### config.mk
export PLATFORM = sky130hd
export DESIGN_NAME = gra_ctrl
export DESIGN_NICKNAME = d
export VERILOG_FILES = /design/src/design/gra_pkg.sv /design/src/design/gra_ctrl.sv
export SDC_FILE = /design/constraint.sdc
export NUM_CORES = 1
export LEC_CHECK = 0
export BUFFER_PORTS_ARGS = -buffer_cell sky130_fd_sc_hd__buf_2
export CAP_MARGIN = 5
export CELL_PAD_IN_SITES_DETAIL_PLACEMENT = 1
export CELL_PAD_IN_SITES_GLOBAL_PLACEMENT = 1
export CORE_AREA = 4 4 53 55
export DETAILED_ROUTE_END_ITERATION = 10
export DIE_AREA = 0 0 57 59
export MAX_ROUTING_LAYER = met4
export PLACE_DENSITY = 0.79
export SETUP_SLACK_MARGIN = 0.3
export SYNTH_ARGS = -nofsm -noshare
export SYNTH_HDL_FRONTEND = slang
export SYNTH_SLANG_ARGS = --single-unit
### constraint.sdc
create_clock -name clk -period 4.05 [get_ports clk]
set_input_delay 0.405 -clock clk [delete_from_list [all_inputs] [get_ports clk]]
set_output_delay 0.405 -clock clk [all_outputs]
set_load 0.05 [all_outputs]
### src/design/gra_pkg.sv
// ----------------------------------------------------------------------------
// gra_pkg: shared types for the Gaussian rational ALU
// Transaction payloads, controller/datapath command and status, job table.
// ----------------------------------------------------------------------------
`timescale 1ns / 1ps
`default_nettype none

package gra_pkg;

  // Operation codes of the input transaction
  localparam logic [1:0] OP_ADD = 2'd0;
  localparam logic [1:0] OP_SUB = 2'd1;
  localparam logic [1:0] OP_MUL = 2'd2;

  // Operand slot file: four inputs, four partial products
  localparam int NSLOT  = 8;
  localparam int SLOT_W = 3;

  localparam logic [SLOT_W-1:0] SL_AR = 3'd0;
  localparam logic [SLOT_W-1:0] SL_AI = 3'd1;
  localparam logic [SLOT_W-1:0] SL_BR = 3'd2;
  localparam logic [SLOT_W-1:0] SL_BI = 3'd3;
  localparam logic [SLOT_W-1:0] SL_P1 = 3'd4;
  localparam logic [SLOT_W-1:0] SL_P2 = 3'd5;
  localparam logic [SLOT_W-1:0] SL_P3 = 3'd6;
  localparam logic [SLOT_W-1:0] SL_P4 = 3'd7;

  localparam int JOB_W = 3;
  localparam logic [JOB_W-1:0] LAST_JOB_ADD = 3'd1;
  localparam logic [JOB_W-1:0] LAST_JOB_MUL = 3'd5;

  typedef struct packed {
    logic [1:0]         op;
    logic signed [31:0] a_re_num;
    logic signed [31:0] a_re_den;
    logic signed [31:0] a_im_num;
    logic signed [31:0] a_im_den;
    logic signed [31:0] b_re_num;
    logic signed [31:0] b_re_den;
    logic signed [31:0] b_im_num;
    logic signed [31:0] b_im_den;
  } in_t;

  typedef struct packed {
    logic signed [31:0] res_re_num;
    logic [30:0]        res_re_den;
    logic signed [31:0] res_im_num;
    logic [30:0]        res_im_den;
    logic               overflow;
  } out_t;

  typedef enum logic [3:0] {
    ST_IDLE, ST_MULA, ST_MULB, ST_MULC, ST_SUM,
    ST_GCD, ST_DIVN, ST_DIVD, ST_FIX, ST_DONE
  } state_t;

  typedef enum logic [3:0] {
    DP_NOP, DP_LOAD, DP_MULA, DP_MULB, DP_MULC, DP_SUM,
    DP_GCD, DP_DIVN, DP_DIVD, DP_FIX, DP_OUT
  } dp_op_t;

  // One rational reduction: x op y -> slot ws
  typedef struct packed {
    logic [SLOT_W-1:0] xs;
    logic [SLOT_W-1:0] ys;
    logic [SLOT_W-1:0] ws;
    logic              add;
    logic              sub;
  } job_t;

  typedef struct packed {
    dp_op_t op;
    job_t   job;
  } cmd_t;

  typedef struct packed {
    logic gcd_done;
    logic div_last;
  } status_t;

  // Reduction sequence for add/sub and for multiply
  function automatic job_t job_of(input logic mul, input logic sub,
                                  input logic [JOB_W-1:0] idx);
    job_t j;
    j = '{xs: SL_AR, ys: SL_BR, ws: SL_AR, add: 1'b1, sub: sub};
    if (!mul) begin
      if (idx != '0) begin
        j = '{xs: SL_AI, ys: SL_BI, ws: SL_AI, add: 1'b1, sub: sub};
      end
    end else begin
      unique case (idx)
        3'd0: j = '{xs: SL_AR, ys: SL_BR, ws: SL_P1, add: 1'b0, sub: 1'b0};
        3'd1: j = '{xs: SL_AI, ys: SL_BI, ws: SL_P2, add: 1'b0, sub: 1'b0};
        3'd2: j = '{xs: SL_AR, ys: SL_BI, ws: SL_P3, add: 1'b0, sub: 1'b0};
        3'd3: j = '{xs: SL_AI, ys: SL_BR, ws: SL_P4, add: 1'b0, sub: 1'b0};
        3'd4: j = '{xs: SL_P1, ys: SL_P2, ws: SL_AR, add: 1'b1, sub: 1'b1};
        default: j = '{xs: SL_P3, ys: SL_P4, ws: SL_AI, add: 1'b1, sub: 1'b0};
      endcase
    end
    return j;
  endfunction

endpackage

`default_nettype wire

### src/design/gra_ctrl.sv
// ----------------------------------------------------------------------------
// gra_ctrl: sequencer for the Gaussian rational ALU
// Walks the reduction jobs of one transaction and runs the handshakes.
// ----------------------------------------------------------------------------
`timescale 1ns / 1ps
`default_nettype none

module gra_ctrl (
  input  wire logic              clk,
  input  wire logic              rst_n,
  input  wire logic              in_valid,
  output logic                   in_ready,
  input  wire logic [1:0]        in_op,
  output logic                   out_valid,
  input  wire logic              out_ready,
  input  wire gra_pkg::status_t  status,
  output gra_pkg::cmd_t          cmd
);

  gra_pkg::state_t             state_r, state_nxt;
  logic [gra_pkg::JOB_W-1:0]   job_r, job_nxt;
  logic                        mul_r, mul_nxt;
  logic                        sub_r, sub_nxt;
  logic                        out_valid_r, out_valid_nxt;
  logic [gra_pkg::JOB_W-1:0]   last_job;

  assign last_job  = mul_r ? gra_pkg::LAST_JOB_MUL : gra_pkg::LAST_JOB_ADD;
  assign out_valid = out_valid_r;

  // State register
  always_ff @(posedge clk) begin
    if (!rst_n) begin
      state_r     <= gra_pkg::ST_IDLE;
      job_r       <= '0;
      mul_r       <= 1'b0;
      sub_r       <= 1'b0;
      out_valid_r <= 1'b0;
    end else begin
      state_r     <= state_nxt;
      job_r       <= job_nxt;
      mul_r       <= mul_nxt;
      sub_r       <= sub_nxt;
      out_valid_r <= out_valid_nxt;
    end
  end

  // Next state and datapath commands
  always_comb begin
    state_nxt     = state_r;
    job_nxt       = job_r;
    mul_nxt       = mul_r;
    sub_nxt       = sub_r;
    out_valid_nxt = out_valid_r & ~out_ready;
    in_ready      = 1'b0;
    cmd.op        = gra_pkg::DP_NOP;
    cmd.job       = gra_pkg::job_of(mul_r, sub_r, job_r);
    unique case (state_r)
      gra_pkg::ST_IDLE: begin
        in_ready = 1'b1;
        if (in_valid) begin
          cmd.op    = gra_pkg::DP_LOAD;
          mul_nxt   = in_op[1];
          sub_nxt   = (in_op == gra_pkg::OP_SUB);
          job_nxt   = '0;
          state_nxt = gra_pkg::ST_MULA;
        end
      end
      gra_pkg::ST_MULA: begin
        cmd.op    = gra_pkg::DP_MULA;
        state_nxt = gra_pkg::ST_MULB;
      end
      gra_pkg::ST_MULB: begin
        cmd.op    = gra_pkg::DP_MULB;
        state_nxt = gra_pkg::ST_MULC;
      end
      gra_pkg::ST_MULC: begin
        cmd.op    = gra_pkg::DP_MULC;
        state_nxt = gra_pkg::ST_SUM;
      end
      gra_pkg::ST_SUM: begin
        cmd.op    = gra_pkg::DP_SUM;
        state_nxt = gra_pkg::ST_GCD;
      end
      gra_pkg::ST_GCD: begin
        cmd.op = gra_pkg::DP_GCD;
        if (status.gcd_done) begin
          state_nxt = gra_pkg::ST_DIVN;
        end
      end
      gra_pkg::ST_DIVN: begin
        cmd.op = gra_pkg::DP_DIVN;
        if (status.div_last) begin
          state_nxt = gra_pkg::ST_DIVD;
        end
      end
      gra_pkg::ST_DIVD: begin
        cmd.op = gra_pkg::DP_DIVD;
        if (status.div_last) begin
          state_nxt = gra_pkg::ST_FIX;
        end
      end
      gra_pkg::ST_FIX: begin
        cmd.op = gra_pkg::DP_FIX;
        if (job_r == last_job) begin
          state_nxt = gra_pkg::ST_DONE;
        end else begin
          job_nxt   = job_r + 1'b1;
          state_nxt = gra_pkg::ST_MULA;
        end
      end
      gra_pkg::ST_DONE: begin
        // hold until the output register is free
        if (!out_valid_r || out_ready) begin
          cmd.op        = gra_pkg::DP_OUT;
          out_valid_nxt = 1'b1;
          state_nxt     = gra_pkg::ST_IDLE;
        end
      end
      default: begin
        state_nxt = gra_pkg::ST_IDLE;
      end
    endcase
  end

endmodule

`default_nettype wire

; Word level (Yosys, flattened, before mapping)
; Index checks and enable logic that the tools add are counted.
[word_totals]
register_bits = 10
input_bits = 8
word_cells = 58
[classes]
addsub = 1
eq_ne = 21
mux = 20
bitwise_logic = 2
n_reduce_logical = 9
[op_table]
columns = cell, count
row1 = one-hot mux 4 bit (10 select lines), 2
row2 = one-hot mux 11 bit (5 select lines), 1
row3 = two-way mux 4 bit, 7
row4 = "equality test 4 x 3 -> 1 bit, second input constant", 4
row5 = "!= test 2 bit, second input constant", 6
row6 = two-way mux 11 bit, 1
row7 = two-way mux 3 bit, 3
row8 = two-way mux 9 bit, 1
row9 = "equality test 4 x 2 -> 1 bit, second input constant", 2
row10 = "equality test 4 bit, second input constant", 2
row11 = "equality test 3 x 2 -> 1 bit, second input constant", 2
row12 = one-hot mux 3 bit (2 select lines), 1
row13 = AND reduction 5 bit, 1
row14 = "equality test 4 x 1 -> 1 bit, second input constant", 1
row15 = logical NOT 4 bit, 1
row16 = two-way mux 1 bit, 4
row17 = "adder 3 x 1 -> 3 bit, second input constant", 1
row18 = "equality test 3 x 1 -> 1 bit, second input constant", 1
row19 = equality test 3 bit, 1
row20 = "equality test 3 bit, second input constant", 1
row21 = logical NOT 3 bit, 1
row22 = AND reduction 3 bit, 1
row23 = nonzero test 3 bit, 1
row24 = "equality test 2 x 1 -> 1 bit, second input constant", 1
row25 = other kinds (6), 6

; Logic depth before layout (Yosys ltp)
; Gate-level depths: netlist (run 1).
[logic_depth]
ltp_word = 4
mapped_depth = 6

; Worst setup path after synthesis (run 1)
; OpenSTA, ideal clock, no wires.
[synth_timing]
kind = flip-flop to output port
start = register job_r[1] (netlist name)
end = output cmd[10] (netlist name)
arrival_ps = 2140
required_ps = 3645
setup_slack_ps = 1505
path_stages_with_launch = 7
n_path_buf = 1
path_cell_list = dfxtp_1 inv_1 ha_1 nor3_1 o21bai_1 a21oi_1 buf_4
[synth_lines]
columns = item, line
row1 = start: declaration, gra_ctrl.sv:21  ; logic [gra_pkg::JOB_W-1:0] job_r, job_nxt;
row2 = start signal: assignment, gra_ctrl.sv:40  ; job_r <= job_nxt;
row3 = end: declaration, gra_ctrl.sv:17  ; output gra_pkg::cmd_t cmd

==> metrics.log, run 1 <==
[metrics] worst rel slew slack: around 62%
[metrics] count of standard-cell rows: 18
[metrics] total setup violations reported at the end of the flow: 0
[metrics] vias in the first global route: about 950
[metrics] Worst path slowest cell: dfxtp_1
[metrics] Synth Instances: approximately 120
[metrics] depth of the CTS H-tree: 1
[metrics] Sum Neg Setup Slack: 0 ps
[metrics] flip-flop and latch count after synthesis: 10
[metrics] count of boundary I/O pins: 25
[metrics] setup repair after global routing missed its margin: false
[metrics] crit end category: primary output
[metrics] clock latency on the worst-skew pair: 270 ps
[metrics] count of cells resized by post-cts repair: 0
[metrics] Overall Global Routing Usage: 16.1%
[metrics] number of standard cells in the final layout excluding fillers: 167
[metrics] required time at the endpoint of the critical path: around 3600 ps
[metrics] area share of the largest cell type after synthesis: 23.3%
[metrics] RD Place Congestion: 0.833
[metrics] largest net degree at the start of global routing: 18
[metrics] Setup Buffers After CTS: 0
[metrics] dominant cells by area after synthesis: dfxtp_1 (23%), ha_1 (7.3%), o21ai_0 (6.4%)
[metrics] most used flip-flop cell after synthesis: dfxtp_1
[metrics] Post-route DRC: 0
[metrics] Max Transition Viols Final: 0
[metrics] top cell types by occurrence after synthesis: nand2_1 (13), o21ai_0 (11), dfxtp_1 (10)
[metrics] Critical Path AT: roughly 2000 ps
[metrics] sequential share of the synthesized area: 23.3%
[metrics] Finished Cell Area: 0.00102 mm^2
[metrics] count of nets left with antenna violations after detail routing: 0
[metrics] floorplan die width: 57 um
[metrics] dpl cell area: 982 um^2
[metrics] series of cell instances along the critical path: inv_1 > ha_1 > or2_2 > nor3_1 > nand2_1 > a211o_1 > buf_2
[metrics] final wirelength: approximately 2300 um
[metrics] max capacitance violation total: 0
[metrics] core region area: about 0.0024 mm^2
[metrics] clk_skew: roughly 0.38 ps
[metrics] crit share post-route: 60.2%
[metrics] clock net sink count: 10
[metrics] count of warnings emitted by yosys: 0
[metrics] number of nets in the layout: 151
[metrics] TritonCTS Buffers: 3
[metrics] count of filler cells inserted in the layout: 320
[metrics] critical-path maximum fanout: 5
[metrics] number of placed cells counting well taps: approximately 160
[metrics] die outline height: 59 um
[metrics] first-pass GRT wire length: 4200 um
[metrics] crit path time final: 2440 ps
[metrics] average wire per standard cell: 14.0 um
[metrics] average cell area after synthesis: approximately 7.4 um^2
[metrics] number of buffers added to fix hold violations after cts: 0
[metrics] clock-pin slew of the registers on the worst-case setup and hold paths: 70 ps
[metrics] post-synth design cell area: roughly 860 um^2
[metrics] average via count per standard cell: 5.45
[metrics] largest area contributor in the netlist: dfxtp_1
[metrics] area enclosed by the die boundary: between 0.003 and 0.004 mm^2
[metrics] GRT overflow: 0
[metrics] diode insertion count for antenna repair: 0
[metrics] fraction of final layout cells sized beyond drive strength 1: 24.8%
[metrics] startpoint type of the worst setup path: register
[metrics] Yosys cell types: 38
[metrics] quantity of I/O buffers inserted on ports: 24
[metrics] most common cell in the netlist: nand2_1
[metrics] min-delay worst type: primary input to register
[metrics] leakage component of the power: approximately 0.43 nW
[metrics] run status: complete, no violations
[metrics] Post-synth EDFFs: 0
[metrics] Area growth syn-to-layout: 18.3%
[metrics] measured slew at the worst slew-check pin: roughly 570 ps
[metrics] stage delay of the slowest cell on the critical path: around 380 ps
[metrics] number of vias in the routed layout: 910
[metrics] detailed-router iteration count before antenna repair: 4
[metrics] initial antenna violation count: 0
[metrics] worst setup path category: register to primary output
[metrics] starting utilization of the core area: between 30% and 40%
[metrics] Fin. Hold Viols: 0
[metrics] count of routing violations after the opening detailed-route iteration: 5
[metrics] CTS Buffer Depth: 2
[metrics] TritonCTS clock tree: built
[metrics] maximum ir drop on the vdd rail: ~0.00031 V
[metrics] fraction of synthesis flops using an asynchronous set or reset pin: 0%
[metrics] PD cells: slightly below 400 mW/mm^2
[metrics] maximum frequency from static timing analysis: 410 MHz
[metrics] HPWL after detailed placement: 1820 um
[metrics] net count of the mapped netlist: 129
[metrics] Clock Tree Root: clkbuf_4
[where the power goes]
part	internal [W]	switching, W	leakage (nW)
combinational	0.0000531	0.000117	0.332
sequential	0.000106	0.0000233	0.0813
clock	0.0000547	0.0000389	0.0210
total	0.000213	0.000179	0.434
[sequential cells by signal, summed over array words and instances (netlist names)]
| register | flops |
|---|---|
| job_r | 3 |
| mul_r | 1 |
| out_valid | 1 |
| state_r | 4 |
| sub_r | 1 |
[cell usage in the layout, fill, tap and decap left out, types with 2 or more instances in the layout]
master,netlist,final
buf_2,5,24
nand2_1,13,13
o21ai_0,11,11
dfxtp_1,10,10
a21oi_1,9,9
inv_1,6,6
nor2_1,6,6
nor2b_1,5,5
nand3_1,5,5
ha_1,5,5
nor3_1,4,4
a21boi_0,3,3
clkbuf_4,0,3
or2_2,2,2
xnor2_1,2,2
and3_1,2,2
and2_1,2,2
nor3b_1,2,2
o21a_1,2,2
o211ai_1,2,2
nand4b_1,2,2
[cell families after synthesis]
logic type | share of synthesized area, %
muxes | 1.16
adders and majority gates | 7.27
DFF | 23.3
and+or+nand+nor | 31.8
AOI/OAI and AO/OA | 27.6
buffers and inverters | 6.83
xor gates and xnor gates | 2.04
[critical path, delay by kind of cell, from the launching register on]
| kind | cells | cell delay (ps) |
|---|---|---|
| simple gates | 3 | 550 |
| flops | 1 | 380 |
| buf+inv | 2 | 300 |
| compound gates | 1 | 280 |
| fa+ha+maj | 1 | 250 |
[worst paths after layout]
check / depth (start not counted) / slack (ps) / startpoint / to
max: 7 / 1610 / job_r[1] / cmd[6]
min: 3 / 410 / in_op[1] / mul_r
max reg2reg: 4 / 2500 / state_r[0] / job_r[1]
min reg2reg: 2 / 480 / sub_r / sub_r
[per-layer routing]
layer / wire length, um / up-vias / GRT usage (%)
met1: 1000 / 421 / 18.3
met3: 113 / 5 / 2.83
met5: 0 / - / -
li1: - / 457 / -
met2: 1180 / 27 / 27.9
met4: 40 / 0 / 6.95
[stage by stage]
| stage | setup slack, ps | util (%) | hold slack [ps] | power, W |
|---|---|---|---|---|
| floorplan | 1510 | - | 441 | 0.000266 |
| CTS | 1600 | 42.7 | 410 | 0.000396 |
| global placement | 1970 | 41.1 | 456 | 0.000298 |
| detailed placement | 1900 | 41.1 | 481 | 0.000302 |
| finish | 1610 | 42.7 | 405 | 0.000393 |
| global route | 1400 | 42.7 | 413 | 0.000419 |
[area by class of cell]
| type | instances | area, um^2 | share of cell area [%] |
|---|---|---|---|
| Tap cell | 30 | 37.5 | 3.69 |
| Multi-Input combinational cell | 93 | 602 | 59.1 |
| Inverter | 6 | 22.5 | 2.21 |
| Clock buffer | 4 | 36.3 | 3.56 |
| Timing Repair Buffer | 24 | 120 | 11.8 |
| Sequential cell | 10 | 200 | 19.7 |
(Power assumes the default switching activity.)
==> run 2: changes to the inputs <==
--- a/config.mk
+++ b/config.mk
@@ -5,15 +5,16 @@
 export SDC_FILE = /design/constraint.sdc
 export NUM_CORES = 1
 export LEC_CHECK = 0
+export ABC_AREA = 1
 export BUFFER_PORTS_ARGS = -buffer_cell sky130_fd_sc_hd__buf_2
 export CAP_MARGIN = 5
 export CELL_PAD_IN_SITES_DETAIL_PLACEMENT = 1
 export CELL_PAD_IN_SITES_GLOBAL_PLACEMENT = 1
-export CORE_AREA = 4 4 53 55
+export CORE_AREA = 4 4 55 57
 export DETAILED_ROUTE_END_ITERATION = 10
-export DIE_AREA = 0 0 57 59
+export DIE_AREA = 0 0 59 61
 export MAX_ROUTING_LAYER = met4
-export PLACE_DENSITY = 0.79
+export PLACE_DENSITY = 0.73
 export SETUP_SLACK_MARGIN = 0.3
 export SYNTH_ARGS = -nofsm -noshare
 export SYNTH_HDL_FRONTEND = slang
==> constraint.sdc (replaced) <==
create_clock -name clk -period 2.42 [get_ports clk]
set_input_delay 0.242 -clock clk [delete_from_list [all_inputs] [get_ports clk]]
set_output_delay 0.242 -clock clk [all_outputs]
set_load 0.05 [all_outputs]
==> metrics.log, run 2 <==
[metrics] maximum frequency from static timing analysis: 501 MHz
[metrics] dominant combinational cell family by area after synthesis: simple AND/OR/NAND/NOR gates
[metrics] clock net sink count: 10 (unchanged)
[metrics] min-delay worst type: primary input to register
[metrics] setup repair after global routing missed its margin: false
[metrics] post-synth design cell area: 815 um^2 (-5.4%)
[metrics] crit path time final: 2000 ps
[metrics] fraction of the core area covered by cells at the end of the flow: 41.0% (-1.7 points)
[metrics] worst setup path category: register to primary output
[metrics] largest area contributor in the netlist: dfxtp_1
[metrics] CTS Buffer Depth: 2 (unchanged)
[metrics] switching share of total power: 48.3% (+2.7 points)
[metrics] Area growth syn-to-layout: 24.7%
[metrics] Buffers & Inverters on Critical Path: 2 (unchanged)
[metrics] footprint of the multi-input gates: 526 um^2 (-13%)
[metrics] final wirelength: 2230 um (-4.5%)
[metrics] count of warnings emitted by yosys: 0 (unchanged)
[metrics] top cell types by occurrence after synthesis: nand2_1 (31), nor2_1 (16), inv_1 (15)
[metrics] flip-flop and latch count after synthesis: 10 (unchanged)
[metrics] share of synthesized area spent on multiplexers: 0% (-1.2 points)
[metrics] GRT overflow: 0 (unchanged)
[metrics] Yosys cell types: 26 (-32%)
[metrics] detailed-router iteration count before antenna repair: 2 (-2)
[metrics] quantity of I/O buffers inserted on ports: 24 (unchanged)
[metrics] most used flip-flop cell after synthesis: dfxtp_1
[metrics] RD Place Congestion: 0.783 (-6.0%)
[metrics] clk_skew: 18.3 ps (+18.0 ps)
[metrics] average cell area after synthesis: 6.36 um^2 (-14%)
[metrics] required time at the endpoint of the critical path: 2180 ps (-1460 ps)
[metrics] max capacitance violation total: 0 (unchanged)
[metrics] PD cells: 683 mW/mm^2 (+77%)
[metrics] Post-route DRC: 0 (unchanged)
[metrics] measured slew at the worst slew-check pin: 378 ps (-191 ps)
[metrics] Overall Global Routing Usage: 14.2% (-1.9 points)
[metrics] Max Transition Viols Final: 0 (unchanged)
[metrics] crit share post-route: between 80% and 90%
[metrics] part of the total power dissipated in the clock network: 22.4% (-1.4 points)
[metrics] dominant cells by area after synthesis: dfxtp_1 (25%), nand2_1 (14%), ha_1 (7.7%)
[metrics] total setup violations reported at the end of the flow: 0 (unchanged)
[metrics] worst rel slew slack: 74.8% (+13 points)
[metrics] diode insertion count for antenna repair: 0 (unchanged)
[metrics] fraction of final layout cells sized beyond drive strength 1: 33.1% (+8.3 points)
[metrics] Synth Instances: 128 (+10%)
[metrics] adder-cell share of the synthesized area: 7.68% (+0.41 points)
[metrics] Clock Tree Root: clkbuf_4
[metrics] compound-cell area share of the yosys netlist: 14.0% (-14 points)
[metrics] Setup Buffers After CTS: 0 (unchanged)
[metrics] count of filler cells inserted in the layout: 339 (+5.9%)
[metrics] total area of sequential cells: 201 um^2 (+0.62%)
[metrics] initial antenna violation count: 0 (unchanged)
[metrics] maximum ir drop on the vdd rail: 0.000358 V (+15%)
[metrics] Largest regs: state_r x4, job_r x3
[metrics] sequential share of the synthesized area: 24.6% (+1.3 points)
[metrics] Critical Path AT: 1750 ps (-280 ps)
[metrics] floorplan die width: 59 um (+3.5%)
[metrics] largest net degree at the start of global routing: 11 (-7)
[metrics] max FFs per register: 4 (unchanged)
[metrics] core region area: 0.00248 mm^2 (+3.8%)
[metrics] Fin. Hold Viols: 0 (unchanged)
[metrics] Worst path slowest cell: dfxtp_1
[metrics] Sum Neg Setup Slack: 0 ps (unchanged)
[metrics] average via count per standard cell: 4.79 (-12%)
[metrics] average wire per standard cell: 12.1 um (-13%)
[metrics] Simple-Gate Fraction of Synth Area: 41.3% (+9.5 points)
[metrics] number of buffers added to fix hold violations after cts: 0 (unchanged)
[metrics] stage delay of the slowest cell on the critical path: 390 ps (about the same)
[metrics] Post-synth EDFFs: 0 (unchanged)
[metrics] TritonCTS clock tree: built
[metrics] leakage component of the power: 0.529 nW (+22%)
[metrics] area enclosed by the die boundary: 0.00360 mm^2 (+7.0%)
[metrics] number of vias in the routed layout: 881 (-3.2%)
[metrics] clock-pin slew of the registers on the worst-case setup and hold paths: 80 ps (about the same)
[metrics] fraction of synthesis flops using an asynchronous set or reset pin: 0% (unchanged)
[metrics] most common cell in the netlist: nand2_1
[metrics] count of boundary I/O pins: 25 (unchanged)
[metrics] net count of the mapped netlist: 141 (+9.3%)
[metrics] series of cell instances along the critical path: inv_1 > ha_1 > o21ai_2 > nand3_2 > o211ai_1 > buf_4
[metrics] die outline height: 61 um (+3.4%)
[metrics] Sequential Power Share: 30.6% (-2.2 points)
[metrics] dpl cell area: 957 um^2 (-2.5%)
[metrics] parity-gate share of the synthesized area counting xor and xnor cells: 0% (-2.0 points)
[metrics] most common cell after layout, fill and taps aside: nand2_1
[metrics] most used cells in the layout excluding fill and tap cells: nand2_1 (31), buf_2 (19), nor2_1 (16)
[metrics] first-pass GRT wire length: 3850 um (-8.4%)
[metrics] Finished Cell Area: 0.00102 mm^2 (-0.25%)
[metrics] clock latency on the worst-skew pair: 280 ps (about the same)
[metrics] P_int: 0.000358 W (+68%)
[metrics] critical-path maximum fanout: 6 (+1)
[metrics] depth of the CTS H-tree: 1 (unchanged)
[metrics] crit end category: primary output
[metrics] TritonCTS Buffers: 3 (unchanged)
[metrics] Crit path max-delay family: flip-flops
[metrics] combinational share of power: 47.0% (+3.7 points)
[metrics] startpoint type of the worst setup path: register
[metrics] vias in the first global route: 924 (-2.2%)
[metrics] count of standard-cell rows: 18 (unchanged)
[metrics] number of nets in the layout: 168 (+11%)
[metrics] count of nets left with antenna violations after detail routing: 0 (unchanged)
[metrics] run status: complete, no violations
[metrics] area share of the largest cell type after synthesis: 24.6% (+1.3 points)
[metrics] switching component of the power: 0.000335 W (+87%)
[metrics] register containing the most flip-flops in the final layout: state_r
[metrics] count of routing violations after the opening detailed-route iteration: 16 (+11)
[metrics] starting utilization of the core area: 32.9% (-3.2 points)
[metrics] HPWL after detailed placement: 1850 um (+1.8%)
run 2: cell types whose count changed after synthesis, moves of 5 or more:
cell	before	now
nor2_1	6	16
inv_2	0	7
nor2b_1	5	0
inv_1	6	15
o21ai_0	11	4
buf_2	5	0
nand2_1	13	31
run 2: path summary, 6_finish.rpt:
| path | startpoint | to | slack, ps | depth (start not counted) |
|---|---|---|---|---|
| worst min-delay path | in_op[0] | sub_r | 220 | 3 |
| worst max register to register | state_r[1] | job_r[0] | 1120 | 7 |
| worst max-delay path | job_r[0] | cmd[2] | 420 | 6 |
| worst min register to register | sub_r | sub_r | 480 | 2 |
run 2: logic make-up (layout without fill, tap and decap cells):
group                    count (synthesis)  after routing
AO/OA/AOI/OAI                           19             19
AND/OR/NAND/NOR                         70             70
flip-flops                              10             10
adder cells (fa/ha/maj)                  5              5
buffers and inverters                   24             50
run 2: power groups by stage:
stage | Combinational, W | Clock [W] | Sequential [W]
floorplan | 0.000281 | 0 | 0.000198
global placement | 0.000322 | 0 | 0.000215
detailed placement | 0.000327 | 0 | 0.000216
CTS | 0.000330 | 0.000160 | 0.000213
global route | 0.000360 | 0.000170 | 0.000216
finish | 0.000326 | 0.000155 | 0.000212
run 2: layout make-up:
type                    count  share of cell area [%]
inverters                  22                    8.13
repair buffers             24                    13.1
well taps                  30                    3.69
clock buffers               4                    3.57
multi-input cells          94                    51.7
flip-flops and latches     10                    19.8
run 2: repair_timing:
| item | in CTS | in global routing |
|---|---|---|
| setup endpoints to repair | 6 | 9 |
| endpoints found under the hold margin | 0 | 0 |
| gates resized for setup | 4 | 5 |
| pin swaps | 0 | 1 |
run 2: through the flow:
| step | instances | hold slack [ps] | worst slack [ps] | total power [W] |
|---|---|---|---|---|
| 2_1_floorplan | 128 | 340 | 311 | 0.000479 |
| 3_3_place_gp | 180 | 457 | 624 | 0.000537 |
| 3_5_place_dp | 180 | 467 | 513 | 0.000543 |
| 4_1_cts | 184 | 219 | 311 | 0.000703 |
| 5_1_grt | 184 | 229 | 301 | 0.000746 |
| 6_report | 184 | 221 | 424 | 0.000694 |
run 2: worst register-to-register path, stage by stage (launching register included):
cell and delay, ps:
dfxtp_1 550, nor2_2 90, inv_2 130, nor2_4 50
nand2_1 80, nand3_1 120, nor2_1 110, nor2_1 50
run 2: per-layer routing:
layer | vias to the layer above | wire length, um | track usage, %
met5 | - | 0 | -
met4 | 0 | 14 | 6.15
met3 | 2 | 108 | 1.91
met2 | 18 | 1100 | 24.8
met1 | 408 | 1010 | 16.3
li1 | 453 | - | -
==> run 3: changes to the inputs <==
--- a/config.mk
+++ b/config.mk
@@ -10,11 +10,11 @@
 export CAP_MARGIN = 5
 export CELL_PAD_IN_SITES_DETAIL_PLACEMENT = 1
 export CELL_PAD_IN_SITES_GLOBAL_PLACEMENT = 1
-export CORE_AREA = 4 4 55 57
+export CORE_AREA = 4 4 58 60
 export DETAILED_ROUTE_END_ITERATION = 10
-export DIE_AREA = 0 0 59 61
+export DIE_AREA = 0 0 62 64
 export MAX_ROUTING_LAYER = met4
-export PLACE_DENSITY = 0.73
+export PLACE_DENSITY = 0.69
 export SETUP_SLACK_MARGIN = 0.3
 export SYNTH_ARGS = -nofsm -noshare
 export SYNTH_HDL_FRONTEND = slang
==> constraint.sdc (replaced) <==
create_clock -name clk -period 1.75 [get_ports clk]
set_input_delay 0.175 -clock clk [delete_from_list [all_inputs] [get_ports clk]]
set_output_delay 0.175 -clock clk [all_outputs]
set_load 0.05 [all_outputs]
==> metrics.log, run 3 (synthesized netlist as in run 2, its figures left out) <==
[metrics] Fin. Hold Viols: 0 (unchanged)
[metrics] die outline height: 64 um (+4.9%)
[metrics] critical-path maximum fanout: 6 (unchanged)
[metrics] Top Usage Layer GRT: met2
[metrics] initial antenna violation count: 0 (unchanged)
[metrics] crit share post-route: 107%
[metrics] worst setup path category: register to primary output
[metrics] P_int: 0.000638 W (+78%)
[metrics] quantity of I/O buffers inserted on ports: 24 (unchanged)
[metrics] diode insertion count for antenna repair: 0 (unchanged)
[metrics] met1 demand-to-capacity share in global routing: 17.5% (+1.2 points)
[metrics] combinational share of power: 57.0% (+10 points)
[metrics] crit path time final: about 1900 ps
[metrics] detailed-router iteration count before antenna repair: 4 (+2)
[metrics] failing checks: setup timing
[metrics] Critical Path AT: 1690 ps (-60 ps)
[metrics] PD cells: 792 mW/mm^2 (+16%)
[metrics] floorplan die width: 62 um (+5.1%)
[metrics] met2 Resource Use GR: 29.0% (+4.3 points)
[metrics] fraction of the core area covered by cells at the end of the flow: 52.9% (+12 points)
[metrics] leakage component of the power: 0.683 nW (+29%)
[metrics] GRT overflow: 0 (unchanged)
[metrics] setup repair after global routing missed its margin: true
[metrics] count of nets left with antenna violations after detail routing: 0 (unchanged)
[metrics] met3 track demand over resource in global routing: 4.65% (+2.7 points)
[metrics] number of standard cells in the final layout excluding fillers: 203 (+10%)
[metrics] count of boundary I/O pins: 25 (unchanged)
[metrics] Post-Place Worst Slack: 67.5 ps (-446 ps)
[metrics] TritonCTS clock tree: built
[metrics] fraction of final layout cells sized beyond drive strength 1: 67.6% (+35 points)
[metrics] max capacitance violation total: 0 (unchanged)
[metrics] clock net sink count: 10 (unchanged)
[metrics] count of routing violations after the opening detailed-route iteration: 20 (+4)
[metrics] register containing the most flip-flops in the final layout: state_r
[metrics] core region area: 0.00293 mm^2 (+18%)
[metrics] number of vias in the routed layout: 1012 (+15%)
[metrics] clock-pin slew of the registers on the worst-case setup and hold paths: 70 ps (about the same)
[metrics] largest net degree at the start of global routing: 10 (-1)
[metrics] Sequential Power Share: 24.7% (-5.9 points)
[metrics] average wire per standard cell: 17.5 um (+44%)
[metrics] part of the total power dissipated in the clock network: 18.3% (-4.1 points)
[metrics] measured slew at the worst slew-check pin: 309 ps (-68.9 ps)
[metrics] Overall Global Routing Usage: 16.9% (+2.6 points)
[metrics] switching component of the power: 0.000590 W (+76%)
[metrics] required time at the endpoint of the critical path: 1570 ps (-610 ps)
[metrics] startpoint type of the worst setup path: register
[metrics] max FFs per register: 4 (unchanged)
[metrics] HPWL after detailed placement: 1890 um (+2.3%)
[metrics] TritonCTS Buffers: 3 (unchanged)
[metrics] clock latency on the worst-skew pair: 290 ps (about the same)
[metrics] Post-route DRC: 0 (unchanged)
[metrics] most common cell after layout, fill and taps aside: nand2_1
[metrics] crit end category: primary output
[metrics] most used cells in the layout excluding fill and tap cells: nand2_1 (21), buf_4 (15), buf_6 (13)
[metrics] Area growth syn-to-layout: 90.3%
[metrics] Max Transition Viols Final: 0 (unchanged)
[metrics] switching share of total power: 48.0% (-0.30 points)
[metrics] count of standard-cell rows: 20 (+2)
[metrics] CTS Buffer Depth: 2 (unchanged)
[metrics] final wirelength: 3560 um (+59%)
[metrics] Largest regs: state_r x4, job_r x3
[metrics] min-delay worst type: primary input to register
[metrics] RD Place Congestion: 0.799 (+2.0%)
[metrics] average via count per standard cell: 4.99 (+4.1%)
[metrics] total setup violations reported at the end of the flow: 9 (+9)
[metrics] run status: finished with violations
[metrics] area enclosed by the die boundary: 0.00397 mm^2 (+10%)
[metrics] Clock Tree Root: clkbuf_4
[metrics] starting utilization of the core area: 27.8% (-5.1 points)
[metrics] Sum Neg Setup Slack: -645 ps (-645 ps)
[metrics] number of nets in the layout: 184 (+9.5%)
[metrics] number of placed cells counting well taps: 184 (+2.2%)
[metrics] worst rel slew slack: 79.2% (+4.5 points)
[metrics] count of filler cells inserted in the layout: 341 (+0.59%)
[metrics] worst-case setup margin in the final layout: -115 ps (-539 ps)
[metrics] maximum ir drop on the vdd rail: 0.000538 V (+50%)
[metrics] vias in the first global route: 1053 (+14%)
[metrics] first-pass GRT wire length: 4870 um (+27%)
[metrics] clk_skew: 3.09 ps (-15.2 ps)
[metrics] depth of the CTS H-tree: 1 (unchanged)
[metrics] maximum frequency from static timing analysis: ~540 MHz
==> run 3: cell types whose count changed in the layout (fill, tap and decap cells not counted), moves of 6 or more <==
cell,before,now
nor2_1,16,9
dfxtp_4,0,6
buf_6,0,13
nor2_4,3,10
buf_4,4,15
buf_2,19,8
nand2_1,31,21
dfxtp_1,9,2
inv_1,15,9
nand2_2,2,8
==> run 3: cell type report <==
class | instances | area (um^2) | share of cell area, %
Clock buffer | 4 | 36.3 | 2.34
Inverter | 22 | 100 | 6.46
Multi-Input combinational cell | 94 | 796 | 51.3
Sequential cell | 10 | 225 | 14.5
Tap cell | 33 | 41.3 | 2.66
Timing Repair Buffer | 40 | 352 | 22.7
==> run 3: per-stage QoR <==
stage	hold WS, ps	total power (W)	cell area [um^2]
2_1_floorplan	273	0.000677	913
3_3_place_gp	429	0.000767	1060
3_5_place_dp	448	0.000776	1060
4_1_cts	148	0.00113	1430
5_1_grt	157	0.00129	1550
6_report	144	0.00123	1550
==> run 3: path summary, 6_finish.rpt <==
check / startpoint / end / slack, ps / depth (start not counted)
setup reg to reg: state_r[2] / state_r[3] / 280 / 9
hold / removal: in_op[0] / sub_r / 140 / 3
setup / recovery: job_r[1] / cmd[2] / -120 / 6
hold reg to reg: sub_r / sub_r / 490 / 2
==> run 3: power groups by stage <==
stage	clock network, W	logic, W	registers [W]
finish	0.000225	0.000700	0.000303
global route	0.000243	0.000741	0.000308
CTS	0.000223	0.000611	0.000295
detailed placement	0	0.000478	0.000298
global placement	0	0.000470	0.000297
floorplan	0	0.000405	0.000272
==> run 3: layer usage <==
metal  vias to the layer above  part of all wire (%)
li1                        490                     -
met3                         9                   3.9
met2                        20                    54
met5                         -                     0
met1                       493                    39
met4                         0                   3.7
==> run 3: critical path: stages (launching register included) <==
cell and delay, ps:
dfxtp_4 400, inv_4 60, ha_4 170, o21ai_4 210, nand3_4 140, o211ai_1 200, buf_4 230
==> run 3: repair_timing <==
action | 4_1_cts | 5_1_grt
endpoints found under the setup margin | 15 | 20
resized for setup | 67 | 32
cloned | 0 | 0
hold buffers | 0 | 0
buffers inserted | 13 | 2
pin swaps | 10 | 8
